## src/rtl/pswb_pkg.sv

```systemverilog
// pswb_pkg: shared types and codes of the priority send window buffer
// no dependencies
`default_nettype none

package pswb_pkg;

  typedef enum logic [2:0] {
    REQ_INSERT    = 3'd0,
    REQ_SEND      = 3'd1,
    REQ_ACK       = 3'd2,
    REQ_TICK      = 3'd3,
    REQ_RECONNECT = 3'd4
  } req_e;

  typedef enum logic [1:0] {
    STAT_OK      = 2'd0,
    STAT_FULL    = 2'd1,
    STAT_NOSEND  = 2'd2,
    STAT_TIMEOUT = 2'd3
  } status_e;

  typedef enum logic [1:0] {
    CFG_BUFFER_LIMIT = 2'd0,
    CFG_WINDOW_K     = 2'd1,
    CFG_ACK_TIMEOUT  = 2'd2
  } cfg_idx_e;

  typedef enum logic [2:0] {
    ST_IDLE,
    ST_INS_RD,
    ST_INS_EX,
    ST_SCAN_RD,
    ST_SCAN_EX,
    ST_RESP
  } state_e;

  typedef struct packed {
    logic [15:0] tag;
    logic [7:0]  len;
    logic [7:0]  prio;
    logic [14:0] seq;
    logic        sent;
    logic [7:0]  age;
  } entry_t;

  localparam int unsigned EntryW = $bits(entry_t);

  typedef struct packed {
    logic [6:0] buffer_limit;
    logic [6:0] window_k;
    logic [7:0] ack_timeout;
  } cfg_t;

  typedef struct packed {
    status_e     status;
    logic        send_valid;
    logic [15:0] send_tag;
    logic [7:0]  send_length;
    logic [14:0] send_sequence;
    logic [6:0]  removed_count;
    logic [6:0]  held_count;
    logic [6:0]  unacked_count;
  } res_t;

endpackage

`default_nettype wire

```

## src/rtl/pswb_ram.sv

```systemverilog
// pswb_ram: generic single write port, single read port ram with registered read
// no dependencies
`default_nettype none

module pswb_ram #(
  parameter int unsigned Width = 8,
  parameter int unsigned Depth = 64
) (
  input  wire logic                     clk_i,
  input  wire logic                     we_i,
  input  wire logic [$clog2(Depth)-1:0] waddr_i,
  input  wire logic [Width-1:0]         wdata_i,
  input  wire logic [$clog2(Depth)-1:0] raddr_i,
  output logic      [Width-1:0]         rdata_o
);

  logic [Width-1:0] mem_q [Depth];

  always_ff @(posedge clk_i) begin
    if (we_i) begin
      mem_q[waddr_i] <= wdata_i;
    end
    rdata_o <= mem_q[raddr_i];
  end

endmodule

`default_nettype wire

```

## src/rtl/pswb_ctrl.sv

```systemverilog
// pswb_ctrl: sequencer walking the entry ram one slot at a time
// depends on pswb_pkg
`default_nettype none

module pswb_ctrl import pswb_pkg::*; #(
  parameter int unsigned MaxEntries = 64
) (
  input  wire logic        clk_i,
  input  wire logic        rst_ni,
  input  wire logic        start_i,
  input  wire logic [2:0]  req_type_i,
  input  wire logic [7:0]  priority_req_i,
  input  wire logic [15:0] payload_tag_i,
  input  wire logic [7:0]  payload_length_i,
  input  wire logic [14:0] ack_number_i,
  input  wire cfg_t        cfg_i,
  output logic             busy_o,
  output logic             done_o,
  output res_t             res_o,
  // entry ram
  output logic                          ram_we_o,
  output logic [$clog2(MaxEntries)-1:0] ram_waddr_o,
  output entry_t                        ram_wdata_o,
  output logic [$clog2(MaxEntries)-1:0] ram_raddr_o,
  input  wire entry_t                   ram_rdata_i
);

  localparam int unsigned IdxW = $clog2(MaxEntries);
  localparam int unsigned CntW = $clog2(MaxEntries + 1);
  localparam int unsigned CmpW = (CntW > 8) ? CntW : 8;

  state_e             state_q, state_d;
  req_e               op_q, op_d;
  entry_t             new_q, new_d;
  logic [14:0]        ackn_q, ackn_d;
  logic [CntW-1:0]    count_q, count_d;
  logic [CntW-1:0]    unacked_q, unacked_d;
  logic [14:0]        ctr_q, ctr_d;
  logic [CntW-1:0]    idx_q, idx_d;
  logic [CntW-1:0]    kept_q, kept_d;
  logic [CntW-1:0]    removed_q, removed_d;
  status_e            status_q, status_d;
  logic               sv_q, sv_d;
  logic [15:0]        stag_q, stag_d;
  logic [7:0]         slen_q, slen_d;
  logic [14:0]        sseq_q, sseq_d;
  logic               done_q, done_d;
  res_t               res_q, res_d;
  logic [14:0]        ctr_inc;
  entry_t             wr_entry;

  assign ctr_inc = ctr_q + 15'd1;

  always_ff @(posedge clk_i or negedge rst_ni) begin
    if (!rst_ni) begin
      state_q   <= ST_IDLE;
      count_q   <= '0;
      unacked_q <= '0;
      ctr_q     <= '0;
      done_q    <= 1'b0;
    end else begin
      state_q   <= state_d;
      count_q   <= count_d;
      unacked_q <= unacked_d;
      ctr_q     <= ctr_d;
      done_q    <= done_d;
    end
  end

  always_ff @(posedge clk_i) begin
    op_q      <= op_d;
    new_q     <= new_d;
    ackn_q    <= ackn_d;
    idx_q     <= idx_d;
    kept_q    <= kept_d;
    removed_q <= removed_d;
    status_q  <= status_d;
    sv_q      <= sv_d;
    stag_q    <= stag_d;
    slen_q    <= slen_d;
    sseq_q    <= sseq_d;
    res_q     <= res_d;
  end

  always_comb begin
    state_d     = state_q;
    op_d        = op_q;
    new_d       = new_q;
    ackn_d      = ackn_q;
    count_d     = count_q;
    unacked_d   = unacked_q;
    ctr_d       = ctr_q;
    idx_d       = idx_q;
    kept_d      = kept_q;
    removed_d   = removed_q;
    status_d    = status_q;
    sv_d        = sv_q;
    stag_d      = stag_q;
    slen_d      = slen_q;
    sseq_d      = sseq_q;
    done_d      = 1'b0;
    res_d       = res_q;
    ram_we_o    = 1'b0;
    ram_waddr_o = idx_q[IdxW-1:0];
    ram_wdata_o = new_q;
    ram_raddr_o = idx_q[IdxW-1:0];
    wr_entry    = ram_rdata_i;

    case (state_q)
      ST_IDLE: begin
        if (start_i) begin
          op_d      = req_e'(req_type_i);
          new_d     = '{tag: payload_tag_i, len: payload_length_i, prio: priority_req_i,
                        seq: '0, sent: 1'b0, age: '0};
          ackn_d    = ack_number_i;
          idx_d     = '0;
          kept_d    = '0;
          removed_d = '0;
          status_d  = STAT_OK;
          sv_d      = 1'b0;
          stag_d    = '0;
          slen_d    = '0;
          sseq_d    = '0;
          state_d   = ST_SCAN_RD;
          case (req_e'(req_type_i))
            REQ_INSERT: begin
              if (CmpW'(count_q) >= CmpW'(cfg_i.buffer_limit) ||
                  CmpW'(count_q) >= CmpW'(MaxEntries)) begin
                status_d = STAT_FULL;
                state_d  = ST_RESP;
              end else begin
                idx_d   = count_q;
                state_d = ST_INS_RD;
              end
            end
            REQ_SEND: begin
              if (CmpW'(unacked_q) >= CmpW'(cfg_i.window_k)) begin
                status_d = STAT_NOSEND;
                state_d  = ST_RESP;
              end
            end
            REQ_ACK, REQ_TICK: ;
            REQ_RECONNECT: begin
              ctr_d     = '0;
              unacked_d = '0;
            end
            default: state_d = ST_RESP;
          endcase
        end
      end

      // walk down from the tail, shifting lower-priority entries up one slot
      ST_INS_RD: begin
        if (idx_q == '0) begin
          ram_we_o    = 1'b1;
          ram_waddr_o = '0;
          count_d     = count_q + 1'b1;
          state_d     = ST_RESP;
        end else begin
          ram_raddr_o = IdxW'(idx_q - 1'b1);
          state_d     = ST_INS_EX;
        end
      end

      ST_INS_EX: begin
        ram_we_o = 1'b1;
        if (new_q.prio < ram_rdata_i.prio) begin
          ram_wdata_o = ram_rdata_i;
          idx_d       = idx_q - 1'b1;
          state_d     = ST_INS_RD;
        end else begin
          count_d = count_q + 1'b1;
          state_d = ST_RESP;
        end
      end

      ST_SCAN_RD: begin
        if (idx_q == count_q) begin
          if (op_q == REQ_SEND) begin
            status_d = STAT_NOSEND;
          end else if (op_q == REQ_ACK) begin
            count_d   = kept_q;
            unacked_d = (unacked_q >= removed_q) ? unacked_q - removed_q : '0;
          end
          state_d = ST_RESP;
        end else begin
          state_d = ST_SCAN_EX;
        end
      end

      ST_SCAN_EX: begin
        idx_d   = idx_q + 1'b1;
        state_d = ST_SCAN_RD;
        case (op_q)
          REQ_SEND: begin
            if (!ram_rdata_i.sent) begin
              wr_entry.seq  = ctr_inc;
              wr_entry.sent = 1'b1;
              wr_entry.age  = '0;
              ram_we_o      = 1'b1;
              ram_wdata_o   = wr_entry;
              sv_d          = 1'b1;
              stag_d        = ram_rdata_i.tag;
              slen_d        = ram_rdata_i.len;
              sseq_d        = ctr_q;
              ctr_d         = ctr_inc;
              unacked_d     = unacked_q + 1'b1;
              state_d       = ST_RESP;
            end
          end
          REQ_ACK: begin
            if (ram_rdata_i.sent && ram_rdata_i.seq <= ackn_q) begin
              removed_d = removed_q + 1'b1;
            end else begin
              ram_we_o    = 1'b1;
              ram_waddr_o = kept_q[IdxW-1:0];
              ram_wdata_o = ram_rdata_i;
              kept_d      = kept_q + 1'b1;
            end
          end
          REQ_TICK: begin
            if (ram_rdata_i.sent) begin
              ram_we_o = 1'b1;
              if (ram_rdata_i.age < cfg_i.ack_timeout) begin
                wr_entry.age = ram_rdata_i.age + 8'd1;
              end else begin
                wr_entry.age = '0;
                status_d     = STAT_TIMEOUT;
                state_d      = ST_RESP;
              end
              ram_wdata_o = wr_entry;
            end
          end
          REQ_RECONNECT: begin
            wr_entry.sent = 1'b0;
            wr_entry.age  = '0;
            ram_we_o      = 1'b1;
            ram_wdata_o   = wr_entry;
          end
          default: state_d = ST_RESP;
        endcase
      end

      ST_RESP: begin
        done_d = 1'b1;
        res_d  = '{status: status_q, send_valid: sv_q, send_tag: stag_q,
                   send_length: slen_q, send_sequence: sseq_q,
                   removed_count: 7'(CmpW'(removed_q)),
                   held_count: 7'(CmpW'(count_q)),
                   unacked_count: 7'(CmpW'(unacked_q))};
        state_d = ST_IDLE;
      end

      default: state_d = ST_IDLE;
    endcase
  end

  assign busy_o = (state_q != ST_IDLE);
  assign done_o = done_q;
  assign res_o  = res_q;

  // every unacknowledged entry is still held
  a_unacked_le_count: assert property (@(posedge clk_i) disable iff (!rst_ni)
    unacked_q <= count_q) else $error("unacked count exceeds held count");

  a_count_le_max: assert property (@(posedge clk_i) disable iff (!rst_ni)
    CmpW'(count_q) <= CmpW'(MaxEntries)) else $error("held count beyond capacity");

  a_done_after_resp: assert property (@(posedge clk_i) disable iff (!rst_ni)
    done_q |-> $past(state_q) == ST_RESP) else $error("result without response state");

  a_send_ok: assert property (@(posedge clk_i) disable iff (!rst_ni)
    (done_q && res_q.send_valid) |-> res_q.status == STAT_OK)
    else $error("send reported with bad status");

endmodule

`default_nettype wire

```

## src/rtl/priority_send_window_buffer.sv

```systemverilog
// priority_send_window_buffer: top level, configuration registers and entry ram
// depends on pswb_pkg, pswb_ram, pswb_ctrl
`default_nettype none

// Send buffer of frame descriptors kept in priority order in a single-port-write ram.
// A request is taken when start_i is high and busy_o is low; its one result shows on
// the result ports for exactly one cycle with done_o high and cannot be held off, so
// the receiver must take it then. Every request is carried out by a sequencer that
// visits one ram slot at a time, first presenting its address, then using the registered
// read data, so the cost of a request is set by the number of held entries n: an insert
// walks from the tail down to its landing slot, send, acknowledge, tick and reconnect
// walk at most all n slots, and a full or closed-window refusal and an unknown request
// walk no slot at all. busy_o stays high for the whole walk. No clearing pass
// follows reset: slots are only read below the fill count and each is written by an
// insert first. Configuration writes take effect at once and belong to idle periods.

module priority_send_window_buffer import pswb_pkg::*; #(
  parameter int unsigned MAX_ENTRIES = 64
) (
  input  wire logic        clk_i,
  input  wire logic        rst_ni,
  // configuration write port
  input  wire logic        cfg_we_i,
  input  wire logic [1:0]  cfg_idx_i,
  input  wire logic [7:0]  cfg_wdata_i,
  // request
  input  wire logic        start_i,
  output logic             busy_o,
  input  wire logic [2:0]  req_type_i,
  input  wire logic [7:0]  priority_req_i,
  input  wire logic [15:0] payload_tag_i,
  input  wire logic [7:0]  payload_length_i,
  input  wire logic [14:0] ack_number_i,
  // result
  output logic             done_o,
  output logic [1:0]       status_o,
  output logic             send_valid_o,
  output logic [15:0]      send_tag_o,
  output logic [7:0]       send_length_o,
  output logic [14:0]      send_sequence_o,
  output logic [6:0]       removed_count_o,
  output logic [6:0]       held_count_o,
  output logic [6:0]       unacked_count_o
);

  localparam int unsigned IdxW = $clog2(MAX_ENTRIES);

  cfg_t              cfg_q;
  res_t              res;
  logic              ram_we;
  logic [IdxW-1:0]   ram_waddr;
  logic [IdxW-1:0]   ram_raddr;
  entry_t            ram_wdata;
  entry_t            ram_rdata;
  logic [EntryW-1:0] ram_rdata_raw;

  // configuration registers, reset to the documented defaults
  always_ff @(posedge clk_i or negedge rst_ni) begin
    if (!rst_ni) begin
      cfg_q.buffer_limit <= 7'd32;
      cfg_q.window_k     <= 7'd12;
      cfg_q.ack_timeout  <= 8'd15;
    end else if (cfg_we_i) begin
      case (cfg_idx_e'(cfg_idx_i))
        CFG_BUFFER_LIMIT: cfg_q.buffer_limit <= cfg_wdata_i[6:0];
        CFG_WINDOW_K:     cfg_q.window_k     <= cfg_wdata_i[6:0];
        CFG_ACK_TIMEOUT:  cfg_q.ack_timeout  <= cfg_wdata_i;
        default: ;  // unused index, transfer ignored
      endcase
    end
  end

  // entry descriptors, one record per slot
  pswb_ram #(
    .Width (EntryW),
    .Depth (MAX_ENTRIES)
  ) u_ram (
    .clk_i   (clk_i),
    .we_i    (ram_we),
    .waddr_i (ram_waddr),
    .wdata_i (ram_wdata),
    .raddr_i (ram_raddr),
    .rdata_o (ram_rdata_raw)
  );

  assign ram_rdata = entry_t'(ram_rdata_raw);

  // sequencer: one slot compare and rewrite per visit
  pswb_ctrl #(
    .MaxEntries (MAX_ENTRIES)
  ) u_ctrl (
    .clk_i            (clk_i),
    .rst_ni           (rst_ni),
    .start_i          (start_i),
    .req_type_i       (req_type_i),
    .priority_req_i   (priority_req_i),
    .payload_tag_i    (payload_tag_i),
    .payload_length_i (payload_length_i),
    .ack_number_i     (ack_number_i),
    .cfg_i            (cfg_q),
    .busy_o           (busy_o),
    .done_o           (done_o),
    .res_o            (res),
    .ram_we_o         (ram_we),
    .ram_waddr_o      (ram_waddr),
    .ram_wdata_o      (ram_wdata),
    .ram_raddr_o      (ram_raddr),
    .ram_rdata_i      (ram_rdata)
  );

  // result fields straight from the sequencer's output register
  assign status_o        = res.status;
  assign send_valid_o    = res.send_valid;
  assign send_tag_o      = res.send_tag;
  assign send_length_o   = res.send_length;
  assign send_sequence_o = res.send_sequence;
  assign removed_count_o = res.removed_count;
  assign held_count_o    = res.held_count;
  assign unacked_count_o = res.unacked_count;

endmodule

`default_nettype wire
```

## config.mk

```make
export PLATFORM = sky130hd
export DESIGN_NAME = priority_send_window_buffer
export DESIGN_NICKNAME = d
export VERILOG_FILES = /design/src/rtl/pswb_pkg.sv /design/src/rtl/pswb_ram.sv /design/src/rtl/pswb_ctrl.sv /design/src/rtl/priority_send_window_buffer.sv
export SDC_FILE = /design/constraint.sdc
export NUM_CORES = 2
export LEC_CHECK = 0
export BUFFER_PORTS_ARGS = -buffer_cell sky130_fd_sc_hd__buf_2
export CORE_ASPECT_RATIO = 0.6
export CORE_MARGIN = 2
export CORE_UTILIZATION = 35
export DETAILED_ROUTE_END_ITERATION = 10
export PLACE_DENSITY = 0.56
export SLEW_MARGIN = 20
export SYNTH_ARGS = -nofsm -noshare
export SYNTH_HDL_FRONTEND = slang
export SYNTH_HIERARCHICAL = 1
export SYNTH_SLANG_ARGS = --single-unit
```

## constraint.sdc

```tcl
create_clock -name clk_i -period 14.24 [get_ports clk_i]
set_input_delay 4.272 -clock clk_i [delete_from_list [all_inputs] [get_ports clk_i]]
set_output_delay 4.272 -clock clk_i [all_outputs]
set_load 0.02 [all_outputs]
```

== Yosys cells after proc, flatten, opt, wreduce, memory -nomap -nowiden ==
Memories as Yosys holds them, arrays and structs flattened. A register that Yosys moved wholly into a read port is not among the register bits.
Index checks and enable logic that the tools add are counted.

* Memories: 1
* RAM bits: 3,584
* Output and inout bits: 65
* Logic and storage cells: 196
* Bits in registers: 231
* Input bits: 64

{| class="wikitable"
|+ Memories
! name !! words !! bits a word !! rd ports !! clocked after Yosys merged registers in !! write ports !! line !! RTL
|-
| u_ram.mem_q || 64 || 56 || 1 || 1 || 1 || pswb_ram.sv:17 || <nowiki>logic [Width-1:0] mem_q [Depth];</nowiki>
|}

* Reductions and logical operators: 25
* $add $sub $neg: 9
* Mux-type cells: 92
* Equal/unequal tests: 33
* Magnitude comparators: 7

{| class="wikitable"
|+ Operator list
! cell !! count
|-
| $mux 56 || 4
|-
| $pmux 56 s4 || 1
|-
| $mux 7 || 22
|-
| $pmux 56 s2 || 1
|-
| $mux 15 || 7
|-
| $pmux 7 s3 || 3
|-
| $pmux 15 s2 || 2
|-
| $mux 16 || 3
|-
| $add 7x1->7 const B || 5
|-
| $mux 8 || 4
|-
| $pmux 16 s2 || 1
|-
| $mux 6 || 5
|-
| $pmux 7 s2 || 2
|-
| $mux 3 || 8
|-
| $ge 7x7->1 || 3
|-
| $eq 3x2->1 const B || 6
|-
| $ne 2x2->1 const B || 9
|-
| $pmux 3 s3 || 2
|-
| $lt 8x8->1 || 2
|-
| $ne 2x1->1 const B || 8
|-
| $pmux 8 s2 || 1
|-
| $add 15x1->15 const B || 1
|-
| $le 15x15->1 || 1
|-
| $pmux 3 s5 || 1
|-
| 33 further kinds || 64
|}

== Longest topological paths before layout ==
* Depth in word-level cells: 7
* Depth in mapped cells: 18
* Gate-level depth less buffers: 14

== Cells and area by module ==
The synthesis kept the hierarchy.

{| class="wikitable"
|+ By module, submodules not included
! module !! area each (um^2) !! seq. area each (um^2) !! instances !! cells an instance
|-
| pswb_ram || 136,497.2 || 108,744.3 || 1 || 5,750
|-
| pswb_ctrl || 10,842.9 || 6,110.9 || 1 || 926
|-
| priority_send_window_buffer || 848.3 || 559.3 || 1 || 47
|}

== Worst setup path after synthesis ==
Ideal clock, no wire load.

* Path kind: input-to-reg
* Start point: in start_i
* End point: reg u_ctrl.slen_q[0] (enable)
* Required time: 13.753 ns
* Setup time: 0.487 ns
* Path slack: 6.682 ns
* Arrival: 7.071 ns
* Buffers on the path: 0
* Cell stages on the path: 2
* Cells stage by stage: mux2i_1 -> nor3_1

* Word-level cells in the longest chain between the ends: 2

{| class="wikitable"
|+ RTL lines
! item !! line !! RTL
|-
| start: declaration || priority_send_window_buffer.sv:27 || <nowiki>input wire logic start_i,</nowiki>
|-
| $ne 2x2->1 (no source line) || n/a ||
|-
| $reduce_and 4->1 (no source line) || n/a ||
|-
| end signal: assignment || pswb_ctrl.sv:80 || <nowiki>slen_q <= slen_d;</nowiki>
|-
| end: declaration || pswb_ctrl.sv:45 || <nowiki>logic [7:0] slen_q, slen_d;</nowiki>
|}

No other way between the ends.
A chain may end at the register's enable or synchronous reset.

== Worst setup path in the final report ==
* Start point: reg u_ctrl.idx_q[0]
* End point: reg u_ram.rdata_o[53] (read register of u_ram.mem_q)

* Word-level cells in the longest chain between the ends: 3
* Elaborated cells on any way between the ends: 4
* Those cells by class: add/sub: 1; mux: 2; reduce/logical: 1

{| class="wikitable"
|+ RTL lines
! item !! line !! RTL
|-
| start: declaration || pswb_ctrl.sv:39 || <nowiki>logic [CntW-1:0] idx_q, idx_d;</nowiki>
|-
| start signal: assignment || pswb_ctrl.sv:74 || <nowiki>idx_q <= idx_d;</nowiki>
|-
| $sub 7x1->7 / $logic_not 7->1 (equally long branches) || pswb_ctrl.sv:160, pswb_ctrl.sv:154 ||
|-
| $mux 6 || pswb_ctrl.sv:154 || <nowiki>if (idx_q == '0) begin</nowiki>
|-
| $mux 6 (*) || pswb_ctrl.sv:109 || <nowiki>case (state_q)</nowiki>
|-
| via ram_raddr[0] || priority_send_window_buffer.sv:52 || <nowiki>logic [IdxW-1:0] ram_raddr;</nowiki>
|-
| end: declaration || pswb_ram.sv:14 || <nowiki>output logic [Width-1:0] rdata_o</nowiki>
|}

The timed path passes the listed nets; every way through them passes the cells marked *.

==> flow_metrics.tcl <==
set metrics [dict create \
    run_status "finished clean" \
    worst_setup_path_endpoint "u_ram/rdata_o[53]$_DFF_P_" \
    critical_path_top_delay_cell "sky130_fd_sc_hd__buf_4" \
    start_util_pct 35.1 \
    syn-cell-area_um2 148000 \
    crit_path_max_fanout 41 \
    worstPathRequired_ns 14.92 \
    totalWireLength_mm 455 \
    die-height_um 508 \
    grt_setup_unrepaired "no" \
    final.period_utilization_pct 51.6 \
    fmax_mhz 136 \
    instances_no_fill 13000 \
    final_layout_size_suffix_gt1_share_pct 27.3 \
    grtUsageTotal_pct 20.7 \
    worst_min_delay_path_category "flop to flop" \
    layout.nets 7206 \
    rrSetupSlack_ns 6.90 \
    cap_viol_max_count 0 \
    grt_antenna_before_repair 41 \
    post_cts_buffers 0 \
    main_combinational_cell_family_by_area_after_synthesis "multiplexers" \
    ys_async_sr_fraction_pct 1.42 \
    grt_remaining_overflow 0 \
    grt_first_pass_wirelength_mm 620 \
    clk_transition_reported_paths_ns 0.07 \
    post_synth_xor_area_fraction_pct 0.219 \
    synthAdderAreaFrac_pct 0.512 \
    synth_area_leaders "sky130_fd_sc_hd__edfxtp_1 76%, sky130_fd_sc_hd__mux4_2 13%, sky130_fd_sc_hd__dfrtp_1 0.81%, sky130_fd_sc_hd__dfxtp_1 0.76%, sky130_fd_sc_hd__a22o_1 0.63%" \
    filler_cell_count 37000 \
    ctsHoldBuffers 0 \
    cts-root-buf "sky130_fd_sc_hd__clkbuf_16" \
    worst_skew_pair.late_latency_ns 0.94 \
    timing.rr.end "u_ram/rdata_o[53]$_DFF_P_" \
    cts.repair.resized 0 \
    layout_min_cycle_time_ns 7.34 \
    gp_congestion 0.821 \
    routed_via_density 5.91 \
    synthFlopType "sky130_fd_sc_hd__edfxtp_1" \
    timing.setup.critical_path_class "flop to flop" \
    number_of_rows_in_the_core_area 185 \
    cts_tree "built" \
    power_density_cells_nw_per_um2 230 \
    arrival_ns 8.02 \
    crit_start "u_ctrl/idx_q[0]$_DFFE_PP_" \
    place_inst 12300 \
    critical-path-max-stage-delay_ns 0.91 \
    post_synth_mux_area_share_pct 14.6 \
    post-route-drc-count 0 \
    detail_route.iter0.violations 14000 \
    maximum_number_of_pins_on_one_net_before_global_route_repair 116 \
    synthesis.nets 6847 \
    setup.worst_path.start_class "flop" \
    synth.most_common_cell "sky130_fd_sc_hd__edfxtp_1" \
    num_vias 76600 \
    timing.slew.headroom_pct 16.5 \
    h-tree-depth 5 \
    crit-reg2reg-launch "u_ctrl/idx_q[0]$_DFFE_PP_" \
    timing.critical_path.cells "inv_1, ha_1, nor4b_2, nand2_1, nor2_1, inv_1, ha_1, a21o_4, buf_4, buf_4, mux4_2, a22o_1, a221oi_1, a221oi_1" \
    die-area_um2 429000 \
    synth_compound_area_share_pct 3.62 \
    synth_largest_type_area_fraction_pct 76.2 \
    syn2layout_area_growth_pct 13.6 \
    netlist_instances 6723 \
    num_io_pins 129 \
    numCtsBuffers 341 \
    setup_viol 0 \
    r2r_cells 14 \
    max-clock-path-buffers 4 \
    syn_avg_cell_area_um2 22.0 \
    first_global_vias 73100 \
    ant_nets 0 \
    synth_enable_flop_cells 3760 \
    timing.critical_path.to_type "flop" \
    worst_margin_slew_ns 1.25 \
    die_w_um 844 \
    sink_count_of_the_clock_tree 3871 \
    port_buffers 128 \
    synth.cells.most_frequent "3760 x sky130_fd_sc_hd__edfxtp_1, 887 x sky130_fd_sc_hd__mux4_2, 187 x sky130_fd_sc_hd__nor2_1, 178 x sky130_fd_sc_hd__clkbuf_1, 133 x sky130_fd_sc_hd__o22ai_1" \
    peakVddDrop_mv 0.252 \
    synth-seq-cells 3871 \
    wire_per_inst_um 35.1 \
    ys_seq_area_share_pct 77.9 \
    core_um2 422000 \
    drt-pass1-iter-count 8 \
    post_synth_and_or_nand_nor_area_fraction_pct 1.77 \
    ys_types 82 \
    setup_total_negative_slack_ns 0 \
    total_leakage_power_nw 52.6 \
    timing.final.hold_violations 0 \
    report.final.slew_viol_count 0 \
    hpwl_mm 258 \
    leading_area_contributor_after_synthesis "sky130_fd_sc_hd__edfxtp_1" \
    finClkSkew_ns 0.0544 \
    yosys_warnings 6 \
]
[where the power goes]
part	total, W	switching (W)	leakage (nW)	internal [W]
Combinational	0.0147	0.00922	11.6	0.00547
Clock	0.00947	0.00423	5.45	0.00524
Sequential	0.0145	0.000493	35.6	0.0140
[logic make-up after synthesis]
family | count (synthesis)
flip-flops | 3871
multiplexers | 1037
AO/OA/AOI/OAI | 754
AND/OR/NAND/NOR | 522
buffers and inverters | 442
adder cells (fa/ha/maj) | 60
XOR/XNOR | 37
[layout make-up]
class	count	area, µm²	area share (%)
Clock inverter	161	1680	1.00
Sequential cell	3871	115000	68.6
Tap cell	5610	7020	4.17
Multi-Input combinational cell	2410	31600	18.8
Timing Repair Buffer	392	2870	1.70
Clock buffer	457	9410	5.59
Inverter	66	254	0.151
Antenna cell	4	10.0	0.00595
[flip-flops by register name, summed over array words and instances, names as in the netlist]
signal / flops
u_ctrl/ackn_q: 15
u_ctrl/new_q: 32
u_ctrl/state_q: 3
u_ctrl/sseq_q: 15
u_ram/mem_q: 3584
u_ram/rdata_o: 56
u_ctrl/removed_q: 7
u_ctrl/op_q: 3
u_ctrl/ctr_q: 15
u_ctrl/count_q: 7
u_ctrl/res_o: 63
u_ctrl/unacked_q: 7
u_ctrl/kept_q: 7
u_ctrl/slen_q: 8
u_ctrl/done_o: 1
u_ctrl/sv_q: 1
u_ctrl/status_q: 2
cfg_q: 22
u_ctrl/idx_q: 7
u_ctrl/stag_q: 16
[worst max-delay path: cells and delay by family (launching register included)]
kind | cells | cell delay [ns]
AND/OR/NAND/NOR | 3 | 0.89
buffers and inverters | 4 | 2.09
AO/OA/AOI/OAI | 4 | 2.15
multiplexers | 1 | 0.59
flip-flops | 1 | 0.52
adder cells (fa/ha/maj) | 2 | 0.63
[stage by stage]
stage	util, %	power (W)	worst slack, ns	area (µm²)	hold slack, ns
CTS	39.8	0.0387	6.97	168000	0.415
global placement	37.1	0.0290	6.56	157000	0.407
detailed placement	37.2	0.0293	6.98	157000	0.406
finish	39.8	0.0387	6.90	168000	0.418
global route	39.8	0.0400	6.37	168000	0.435
floorplan	-	0.0236	6.68	148000	0.400
[routing by layer]
metal,share of wire (%),vias to the layer above,wire length (µm),GRT usage [%]
li1,-,29300,-,-
met1,44,41900,200000,33.2
met2,41,4963,186000,28.2
met3,13,513,60100,5.60
met4,1.9,8,8500,3.75
met5,0.011,-,52,0
[cell usage in the layout (no fill, tap or decap), types with 24 or more instances in the layout]
| cell | n |
|---|---|
| sky130_fd_sc_hd__nor2_4 | 65 |
| sky130_fd_sc_hd__mux4_2 | 887 |
| sky130_fd_sc_hd__o22ai_1 | 132 |
| sky130_fd_sc_hd__clkbuf_1 | 84 |
| sky130_fd_sc_hd__clkbuf_16 | 352 |
| sky130_fd_sc_hd__nor3_1 | 28 |
| sky130_fd_sc_hd__and2_1 | 43 |
| sky130_fd_sc_hd__buf_4 | 243 |
| sky130_fd_sc_hd__clkinv_2 | 61 |
| sky130_fd_sc_hd__dfxtp_1 | 55 |
| sky130_fd_sc_hd__o21ai_0 | 60 |
| sky130_fd_sc_hd__a22o_1 | 96 |
| sky130_fd_sc_hd__edfxtp_1 | 3760 |
| sky130_fd_sc_hd__a21oi_1 | 130 |
| sky130_fd_sc_hd__mux2_2 | 62 |
| sky130_fd_sc_hd__nor2_1 | 122 |
| sky130_fd_sc_hd__bufinv_16 | 32 |
| sky130_fd_sc_hd__nand3_1 | 46 |
| sky130_fd_sc_hd__nand2_1 | 80 |
| sky130_fd_sc_hd__o221ai_1 | 33 |
| sky130_fd_sc_hd__mux2i_1 | 81 |
| sky130_fd_sc_hd__a22oi_1 | 43 |
| sky130_fd_sc_hd__buf_2 | 128 |
| sky130_fd_sc_hd__inv_1 | 64 |
| sky130_fd_sc_hd__clkinv_1 | 46 |
| sky130_fd_sc_hd__a221oi_1 | 90 |
| sky130_fd_sc_hd__dfrtp_1 | 48 |
| sky130_fd_sc_hd__ha_1 | 59 |
| sky130_fd_sc_hd__xnor2_1 | 24 |
[how the worst min path moves through the flow]
stage,from,endpoint,slack (ns),cells after the start
global route,u_ctrl/stag_q[4]$_SDFFCE_PN0P_,u_ctrl/res_o[48]$_DFFE_PP_,0.44,0
finish,u_ctrl/stag_q[15]$_SDFFCE_PN0P_,u_ctrl/res_o[59]$_DFFE_PP_,0.42,0
floorplan,u_ctrl/sseq_q[0]$_SDFFCE_PN0P_,u_ctrl/res_o[21]$_DFFE_PP_,0.40,0
global placement,u_ctrl/stag_q[0]$_SDFFCE_PN0P_,u_ctrl/res_o[44]$_DFFE_PP_,0.41,0
detailed placement,u_ctrl/slen_q[6]$_SDFFCE_PN0P_,u_ctrl/res_o[42]$_DFFE_PP_,0.41,0
CTS,u_ctrl/stag_q[15]$_SDFFCE_PN0P_,u_ctrl/res_o[59]$_DFFE_PP_,0.42,0
Power figures use the tool's default switching activity.
